## config.mk

```make
export PLATFORM = sky130hd
export DESIGN_NAME = mda_text_cell_renderer
export DESIGN_NICKNAME = d
export VERILOG_FILES = /design/src/sv/mtcr_pkg.sv /design/src/sv/mda_text_cell_renderer.sv
export SDC_FILE = /design/constraint.sdc
export NUM_CORES = 1
export LEC_CHECK = 0
export ABC_CLOCK_PERIOD_IN_PS = 3700
export BUFFER_PORTS_ARGS = -buffer_cell sky130_fd_sc_hd__buf_2
export CAP_MARGIN = 20
export CORE_MARGIN = 2
export CORE_UTILIZATION = 49
export CTS_CLUSTER_SIZE = 24
export DETAILED_ROUTE_END_ITERATION = 7
export PLACE_DENSITY = 0.74
export RECOVER_POWER = 25
export SLEW_MARGIN = 15
export SYNTH_ARGS = -nofsm -noshare
export SYNTH_HDL_FRONTEND = slang
export SYNTH_SLANG_ARGS = --single-unit
```

## constraint.sdc

```tcl
create_clock -name clk_i -period 3.7 [get_ports clk_i]
set_input_delay 0.185 -clock clk_i [delete_from_list [all_inputs] [get_ports clk_i]]
set_output_delay 0.185 -clock clk_i [all_outputs]
set_load 0.1 [all_outputs]
```

## src/sv/mtcr_pkg.sv

```systemverilog
// mtcr_pkg: types, constants and the cell render function for the
// text cell renderer; no dependencies
package mtcr_pkg;

  localparam int unsigned LenW  = 10;
  localparam int unsigned RowW  = 36;
  localparam int unsigned Cols  = 8;
  localparam int unsigned NibW  = 4;

  localparam logic [LenW-1:0] RunLimit    = 10'd882;
  localparam logic [LenW-1:0] PixelBuffer = 10'd720;
  localparam logic [LenW-1:0] CellWidth   = 10'd9;

  localparam logic [3:0] IntenNormal  = 4'h9;
  localparam logic [3:0] IntenBright  = 4'hd;
  localparam logic [4:0] UnderlineRow = 5'd13;
  localparam logic [2:0] UnderlineAttr = 3'd1;
  localparam logic [2:0] LineDrawTop  = 3'b110;

  localparam logic [7:0] AttrHidden0  = 8'h00;
  localparam logic [7:0] AttrHidden1  = 8'h08;
  localparam logic [7:0] AttrHidden2  = 8'h80;
  localparam logic [7:0] AttrHidden3  = 8'h88;
  localparam logic [7:0] AttrInverse0 = 8'h70;
  localparam logic [7:0] AttrInverse1 = 8'h78;
  localparam logic [7:0] AttrInverse2 = 8'hf0;
  localparam logic [7:0] AttrInverse3 = 8'hf8;

  typedef enum logic [1:0] {
    KIND_SYNC   = 2'd0,
    KIND_BORDER = 2'd1,
    KIND_PIXELS = 2'd2
  } kind_e;

  typedef struct packed {
    logic            pixels_valid;
    logic [RowW-1:0] pixel_row;
    logic            flush_valid;
    logic [1:0]      flush_kind;
    logic [LenW-1:0] flush_length;
    logic            flush_after_pixels;
  } result_t;

  function automatic logic [RowW-1:0] render_cell(
    input logic [4:0] row,
    input logic [7:0] glyph,
    input logic [7:0] attr,
    input logic [7:0] font
  );
    logic [3:0]      inten;
    logic [3:0]      ninth;
    logic [7:0]      bits;
    logic [RowW-1:0] acc;
    inten = attr[3] ? IntenBright : IntenNormal;
    ninth = '0;
    bits  = font;
    acc   = '0;
    case (attr) inside
      AttrHidden0, AttrHidden1, AttrHidden2, AttrHidden3: begin
        bits = '0;
      end
      AttrInverse0, AttrInverse1, AttrInverse2, AttrInverse3: begin
        bits  = ~font;
        ninth = inten;
      end
      default: begin
      end
    endcase
    if (attr[2:0] == UnderlineAttr && row == UnderlineRow) begin
      acc = {9{inten}};
    end else begin
      for (int i = 0; i < Cols; i++) begin
        acc[RowW-1-NibW*i -: NibW] = bits[Cols-1-i] ? inten : 4'h0;
      end
      if (glyph[7:5] == LineDrawTop) begin
        acc[NibW-1:0] = bits[0] ? inten : 4'h0;
      end else begin
        acc[NibW-1:0] = ninth;
      end
    end
    return acc;
  endfunction

endpackage

```

## src/sv/mda_text_cell_renderer.sv

```systemverilog
// mda_text_cell_renderer: top level, classes and renders one character cell
// per transaction and tracks run lengths; depends on mtcr_pkg
//
// channel | direction | handshake            | payload
// in      | input     | in_valid_i/in_ready_o | sync flags, row, glyph, attr, font
// out     | output    | out_valid_o/out_ready_i | pixels and flush report
//
// render and run bookkeeping sit between the run state and the result
// register, one new transaction can enter every cycle while in_ready_o is high.
// a two-entry output (result register plus skid register) keeps input ready
// while one result waits; in_ready_o drops only when both are full.
// reset clears the run state to sync with zero length and empties the output.
module mda_text_cell_renderer (
  input  logic                      clk_i,
  input  logic                      rst_ni,
  input  logic                      in_valid_i,
  output logic                      in_ready_o,
  input  logic                      hsync_i,
  input  logic                      vsync_i,
  input  logic                      display_enable_i,
  input  logic [4:0]                row_address_i,
  input  logic [7:0]                glyph_i,
  input  logic [7:0]                attribute_byte_i,
  input  logic [7:0]                font_bits_i,
  output logic                      out_valid_o,
  input  logic                      out_ready_i,
  output logic                      pixels_valid_o,
  output logic [mtcr_pkg::RowW-1:0] pixel_row_o,
  output logic                      flush_valid_o,
  output logic [1:0]                flush_kind_o,
  output logic [mtcr_pkg::LenW-1:0] flush_length_o,
  output logic                      flush_after_pixels_o
);
  import mtcr_pkg::*;

  kind_e           class_q, class_d, next_kind, cls;
  logic [LenW-1:0] len_q, len_d, len0, len1;
  logic            brk, fl_change, buf_full;
  result_t         res, out_q, skid_q;
  logic            out_valid_q, skid_valid_q;
  logic            in_fire, out_free;

  assign in_ready_o = ~skid_valid_q;
  assign in_fire    = in_valid_i & in_ready_o;
  assign out_free   = ~out_valid_q | out_ready_i;

  always_comb begin
    if (hsync_i | vsync_i) begin
      next_kind = KIND_SYNC;
    end else if (display_enable_i) begin
      next_kind = KIND_PIXELS;
    end else begin
      next_kind = KIND_BORDER;
    end
    brk       = (next_kind != class_q) || (len_q > RunLimit);
    fl_change = brk && (len_q != '0);
    cls       = brk ? next_kind : class_q;
    len0      = brk ? '0 : len_q;
    len1      = len0 + CellWidth;
    buf_full  = (cls == KIND_PIXELS) && !fl_change && (len1 >= PixelBuffer);
    class_d   = cls;
    len_d     = buf_full ? '0 : len1;

    res.pixels_valid = (cls == KIND_PIXELS);
    res.pixel_row    = (cls == KIND_PIXELS) ?
        render_cell(row_address_i, glyph_i, attribute_byte_i, font_bits_i) : '0;
    res.flush_valid  = fl_change | buf_full;
    res.flush_after_pixels = buf_full;
    if (fl_change) begin
      res.flush_kind   = class_q;
      res.flush_length = len_q;
    end else if (buf_full) begin
      res.flush_kind   = KIND_PIXELS;
      res.flush_length = len1;
    end else begin
      res.flush_kind   = KIND_SYNC;
      res.flush_length = '0;
    end
  end

  always_ff @(posedge clk_i or negedge rst_ni) begin
    if (!rst_ni) begin
      class_q      <= KIND_SYNC;
      len_q        <= '0;
      out_valid_q  <= 1'b0;
      skid_valid_q <= 1'b0;
    end else begin
      if (in_fire) begin
        class_q <= class_d;
        len_q   <= len_d;
      end
      if (out_free) begin
        if (skid_valid_q) begin
          out_valid_q  <= 1'b1;
          skid_valid_q <= 1'b0;
        end else begin
          out_valid_q <= in_fire;
        end
      end else if (in_fire) begin
        skid_valid_q <= 1'b1;
      end
    end
  end

  always_ff @(posedge clk_i) begin
    if (out_free) begin
      if (skid_valid_q) begin
        out_q <= skid_q;
      end else if (in_fire) begin
        out_q <= res;
      end
    end else if (in_fire) begin
      skid_q <= res;
    end
  end

  assign out_valid_o          = out_valid_q;
  assign pixels_valid_o       = out_q.pixels_valid;
  assign pixel_row_o          = out_q.pixel_row;
  assign flush_valid_o        = out_q.flush_valid;
  assign flush_kind_o         = out_q.flush_kind;
  assign flush_length_o       = out_q.flush_length;
  assign flush_after_pixels_o = out_q.flush_after_pixels;

endmodule

```

==> results.json, run 1 <==
{
  "outcome": "complete, no violations",
  "switching_share_pct": 38.17,
  "io_pins": 89,
  "tritoncts": "done",
  "maxCapViolations": 0,
  "vias": 2947,
  "worst-endpoint-arrival_ns": 3.56,
  "wl_per_cell_um": 16.28,
  "max_stage_delay_ns": 0.44,
  "clock_skew_ns": 0.007108,
  "max_freq_mhz": 288.5,
  "setup_ws_ns": 0.2343,
  "cts.reportedPaths.clkPinSlew_ns": 0.09,
  "setup_violations": 0,
  "post-place-ws_ns": 0.1199,
  "crit_slowest_cell": "or4b_1",
  "grt_pass1_wl_um": 13880,
  "cts_buffers": 9,
  "postRouteWirelength_um": 8711,
  "avgSynthCellArea_um2": 11.86,
  "maxSlewViolCount": 0,
  "seq_area_frac_synth_pct": 55.86,
  "clock_latency_ns": 0.35,
  "leakage_nw": 1.861,
  "timing.final.crit_share_pct": 93.67,
  "yosysUniqueCellTypes": 69,
  "rsz0062_at_grt": "false",
  "pwr-share-clk_pct": 27.2,
  "rows": 33,
  "clk_path_buf_depth": 2,
  "p_seq_share_pct": 41.5,
  "final_common_cell": "edfxtp_1",
  "crit_top_cell": "a21oi_1",
  "p_comb_share_pct": 31.3,
  "dp.final_hpwl_um": 5984,
  "crit_chain": "or4b_1, a21oi_1, o22ai_1, nor2_1, ha_2, buf_4, a21oi_1, o2111a_1, a221oi_4, a211oi_4, nand2_4, inv_4, mux2_4, mux2_2",
  "htreeDepth": 3,
  "grt_use_total_pct": 19.77,
  "syn_area_mm2": 0.004175,
  "vias_per_cell": 5.508,
  "layout-drive-gt1-share_pct": 25.81,
  "hp-class": "input pin to flop",
  "cts_sinks": 80,
  "die_w_um": 96.31,
  "coreArea_mm2": 0.008258,
  "die_y_um": 96.31,
  "antenna_left": 0,
  "internal_power_w": 0.001647,
  "syn_inst": 352,
  "antenna_found_initial": 0,
  "worst_slew_pin_slew_ns": 1.220,
  "drc_errors": 0,
  "fin_crit_ns": 3.466,
  "fillers": 715,
  "yosys-top-cells-area": "edfxtp_1, dfrtp_1, mux2_2, buf_4, o21ai_0",
  "area_growth_pct": 14.59,
  "fin_nets": 463,
  "grt_max_degree": 31,
  "grt_overflow": 0,
  "ir_worst_vdd_mv": 0.2658,
  "synthFlopType": "edfxtp_1",
  "hold_viol_final": 0,
  "start_util_pct": 50.56,
  "gp_congestion": 0.9233,
  "synth_top_cell_area_share_pct": 47.47,
  "fin_setup_tns_ns": 0,
  "yosys_warnings": 0,
  "path_class": "flop to flop",
  "yosysTopAreaCell": "edfxtp_1",
  "post_cts_buffers": 0,
  "synthArstFlopShare_pct": 17.50,
  "crit_fanout": 11,
  "final_cell_mix": "edfxtp_1, clkbuf_1, buf_2, nand2_1, o21ai_0",
  "cp.required_ns": 3.80,
  "p_switching_w": 0.001017,
  "start_kind": "flop",
  "grt_pass1_vias": 2832,
  "relSlewSlack_pct": 19.00,
  "ys_seq_elements": 80,
  "port_buffers": 73,
  "cts_root_buf": "clkbuf_8",
  "crit_path_end_kind": "flop",
  "drtPass1Iterations": 4,
  "drt_iter0_markers": 150,
  "die_area_mm2": 0.009276,
  "p_per_area_mw_per_mm2": 556.9,
  "synth_edf_count": 66,
  "n_antenna_cell": 0
}
[power by group through the flow]
stage               Combinational, W  Clock (W)  Sequential, W
floorplan                   0.000435          0        0.00138
global placement            0.000828          0        0.00112
detailed placement          0.000836          0        0.00113
CTS                         0.000839   0.000739        0.00111
global route                0.000882   0.000770        0.00112
finish                      0.000833   0.000726        0.00111
[area by class of cell]
class | count | area, um2 | share of cell area, %
well taps | 105 | 131.4 | 2.746
inverters | 13 | 51.30 | 1.072
multi-input cells | 230 | 1577 | 32.95
repair buffers | 91 | 467.9 | 9.780
clock buffers | 9 | 123.9 | 2.589
clock inverters | 7 | 101.3 | 2.118
flip-flops and latches | 80 | 2332 | 48.74
[synth_stat cells (9+ instances only)]
library cell and instances:
o31ai_1 9, edfxtp_1 66, nor2_1 25, nand2_1 29, mux2_2 21, inv_1 11, buf_4 19, and2_1 11
dfrtp_1 14, o21ai_0 26, and3_1 9
[metrics by stage]
stage	total power, W	util (%)	area [um2]	hold WS, ns	std cells
global placement	0.001950	55.47	4581	0.1105	518
global route	0.002770	57.94	4785	0.09865	535
detailed placement	0.001962	55.47	4581	0.1176	518
CTS	0.002685	58.32	4816	0.05503	535
floorplan	0.001820	-	4205	-0.1106	360
finish	0.002664	57.94	4785	0.07287	535
[what timing repair did]
action / CTS / global route
endpoints found under the hold margin: 14 / 0
endpoints found under the setup margin: 0 / 13
gates resized for setup: 0 / 4
hold buffers: 1 / 0
[registers in the layout (all words and copies together), names as in the netlist, 2 cells and up]
signal	count
skid_q	33
pixel_row_o	18
flush_length_o	10
len_q	10
class_q	2
flush_kind_o	2
[critical path, delay by kind of cell, from the launching register on]
family / cells / cell delay, ns
adders and majority gates: 1 / 0.30
and+or+nand+nor: 3 / 0.72
muxes: 2 / 0.53
DFF: 1 / 0.39
buffers and inverters: 2 / 0.22
AOI/OAI and AO/OA: 6 / 1.05
[worst paths after layout]
kind | startpoint | end | slack [ns] | cells after the start
min in group asynchronous | rst_ni | out_valid_o | 0.44 | 2
setup / recovery | class_q[0] | flush_length_o[0] | 0.23 | 14
max in group asynchronous | rst_ni | len_q[7] | 2.76 | 2
hold / removal | display_enable_i | class_q[0] | 0.07 | 2
setup reg to reg | class_q[0] | flush_length_o[0] | 0.23 | 14
hold reg to reg | class_q[0] | class_q[0] | 0.54 | 2
[layer usage]
metal,part of all wire [%],track usage [%]
met5,0,0
met4,1.7,8.099
met3,6.1,2.897
met2,47,31.42
met1,45,27.31
[cell families after synthesis]
group	Yosys count	share of synthesized area, %
AO/OA/AOI/OAI	85	14.92
buffers and inverters	50	7.552
XOR/XNOR	8	1.678
other	1	0.08981
flip-flops	80	55.86
adder cells (fa/ha/maj)	2	0.5992
multiplexers	23	6.383
AND/OR/NAND/NOR	103	12.92
Note: power is estimated with default switching activity, not from simulation.
==> run 2: changes to the inputs <==
--- a/config.mk
+++ b/config.mk
@@ -5,14 +5,14 @@
 export SDC_FILE = /design/constraint.sdc
 export NUM_CORES = 1
 export LEC_CHECK = 0
-export ABC_CLOCK_PERIOD_IN_PS = 3700
+export ABC_CLOCK_PERIOD_IN_PS = 3400
 export BUFFER_PORTS_ARGS = -buffer_cell sky130_fd_sc_hd__buf_2
 export CAP_MARGIN = 20
 export CORE_MARGIN = 2
-export CORE_UTILIZATION = 49
+export CORE_UTILIZATION = 50
 export CTS_CLUSTER_SIZE = 24
 export DETAILED_ROUTE_END_ITERATION = 7
-export PLACE_DENSITY = 0.74
+export PLACE_DENSITY = 0.72
 export RECOVER_POWER = 25
 export SLEW_MARGIN = 15
 export SYNTH_ARGS = -nofsm -noshare
==> constraint.sdc (replaced) <==
create_clock -name clk_i -period 3.4 [get_ports clk_i]
set_input_delay 0.17 -clock clk_i [delete_from_list [all_inputs] [get_ports clk_i]]
set_output_delay 0.17 -clock clk_i [all_outputs]
set_load 0.1 [all_outputs]
==> results.json, run 2 (synthesis results as in run 1) <==
{
  "outcome": "complete, no violations",
  "cts_sinks": 80,
  "rows": 33,
  "path_class": "flop to flop",
  "fin_setup_tns_ns": 0,
  "start_kind": "flop",
  "crit_path_end_kind": "flop",
  "grt_pass1_wl_um": 14560,
  "vias": 3076,
  "grt_max_degree": 34,
  "clock_skew_ns": 0.01242,
  "cts_root_buf": "clkbuf_8",
  "layout-drive-gt1-share_pct": 29.75,
  "max_stage_delay_ns": 0.49,
  "cp.depth": 14,
  "start_util_pct": 51.07,
  "drt_iter0_markers": 181,
  "port_buffers": 73,
  "wl_per_cell_um": 16.59,
  "multi_input_area_mm2": 0.001619,
  "die_w_um": 95.38,
  "n_antenna_cell": 0,
  "final_cell_mix": "edfxtp_1, clkbuf_1, buf_2, buf_4, nand2_1",
  "grt_pass1_vias": 2923,
  "grt_overflow": 0,
  "dp.final_hpwl_um": 6175,
  "coreArea_mm2": 0.008175,
  "maxCapViolations": 0,
  "tritoncts": "done",
  "ir_worst_vdd_mv": 0.2655,
  "p_per_area_mw_per_mm2": 562.8,
  "hp-class": "input pin to flop",
  "dp.cells": 531,
  "min_path_cells": 2,
  "hold_viol_final": 0,
  "timing.final.crit_share_pct": 97.43,
  "cp.required_ns": 3.50,
  "clk_path_buf_depth": 2,
  "drc_errors": 0,
  "regArea_mm2": 0.002332,
  "leakage_nw": 1.923,
  "vias_per_cell": 5.572,
  "crit_buf_inv": 2,
  "clock_latency_ns": 0.35,
  "holdWs_ns": 0.06175,
  "max_freq_mhz": 301.9,
  "die_area_mm2": 0.009097,
  "finalNonFillerCells": 552,
  "io_pins": 89,
  "placed_area_mm2": 0.004712,
  "gp_congestion": 0.8797,
  "final_common_cell": "edfxtp_1",
  "crit_chain": "or4b_4, a21oi_4, o22ai_4, nor2_2, ha_2, buf_6, nand4_1, a21o_1, a211oi_4, a211oi_4, nand2_4, inv_8, mux2_4, mux2_2",
  "largest_reg_flops": 33,
  "crit_fanout": 13,
  "die_y_um": 95.38,
  "fillers": 702,
  "crit_slowest_cell": "or4b_4",
  "maxSlewViolCount": 0,
  "drtPass1Iterations": 6,
  "cts_buffers": 9,
  "area_growth_pct": 17.83,
  "fin_crit_ns": 3.313,
  "rsz0062_at_grt": "true",
  "antenna_left": 0,
  "antenna_found_initial": 0,
  "crit_family": "compound AO/OA/AOI/OAI gates",
  "postRouteWirelength_um": 9158,
  "fin_nets": 480,
  "grt_use_total_pct": 21.07,
  "reg2reg_depth": 14,
  "cts.reportedPaths.clkPinSlew_ns": 0.08,
  "setup_violations": 0,
  "crit_top_cell": "a211oi_4",
  "relSlewSlack_pct": 21.22,
  "htreeDepth": 3,
  "worst_slew_pin_slew_ns": 1.187,
  "stdcell_area_mm2": 0.004920,
  "worst-endpoint-arrival_ns": 3.41,
  "regMostFlops": "skid_q"
}
run 2: cell count changes in the layout (fill, tap and decap cells not counted), sizes merged:
cell,change
clkinv,-2
clkinvlp,+3
buf,+19
bufinv,-2
clkbuf,+1
inv,-2
run 2: per-stage QoR:
| stage | util [%] | total power [W] | setup slack (ns) |
|---|---|---|---|
| 2_1_floorplan | - | 0.001989 | 0.02221 |
| 3_3_place_gp | 57.64 | 0.002149 | 0.04857 |
| 3_5_place_dp | 57.64 | 0.002153 | 0.02808 |
| 4_1_cts | 59.93 | 0.002763 | 0.03388 |
| 5_1_grt | 60.18 | 0.002903 | -0.05402 |
| 6_report | 60.18 | 0.002769 | 0.08732 |
run 2: worst paths after layout:
kind                                  startpoint  slack [ns]           endpoint
max in group asynchronous                 rst_ni        2.39           len_q[5]
min in group asynchronous                 rst_ni        0.46         class_q[0]
worst min register to register        skid_q[12]        0.54    flush_kind_o[1]
worst max-delay path                  class_q[0]        0.09  flush_length_o[0]
worst max register to register        class_q[0]        0.09  flush_length_o[0]
worst min-delay path            display_enable_i        0.06         class_q[0]
run 2: area by class of cell:
class                           instances  area share, %
Clock inverter                          4         0.6358
Sequential cell                        80          47.41
Clock buffer                           12          2.747
Multi-Input combinational cell        230          32.91
Tap cell                              105          2.670
Timing Repair Buffer                  108          12.49
Inverter                               13          1.144
run 2: per-layer routing:
layer | wire length [um] | vias up | GRT usage (%)
met3 | 484 | 11 | 4.980
met2 | 4397 | 95 | 33.74
met5 | 0 | - | 0
met4 | 115 | 0 | 5.714
met1 | 4160 | 1509 | 29.00
li1 | - | 1461 | -
run 2: where the power goes:
part	switching (W)	internal (W)	total, W
Combinational	0.000717	0.000232	0.000949
Sequential	0.0000381	0.00116	0.00120
Clock	0.000349	0.000269	0.000618
run 2: repair_timing:
| action | 4_1_cts | 5_1_grt |
|---|---|---|
| hold buffers | 1 | 0 |
| hold endpoints to repair | 14 | 0 |
| resized for setup | 1 | 11 |
| endpoints found under the setup margin | 2 | 25 |
| pin swaps | 1 | 5 |
| setup buffers | 0 | 4 |
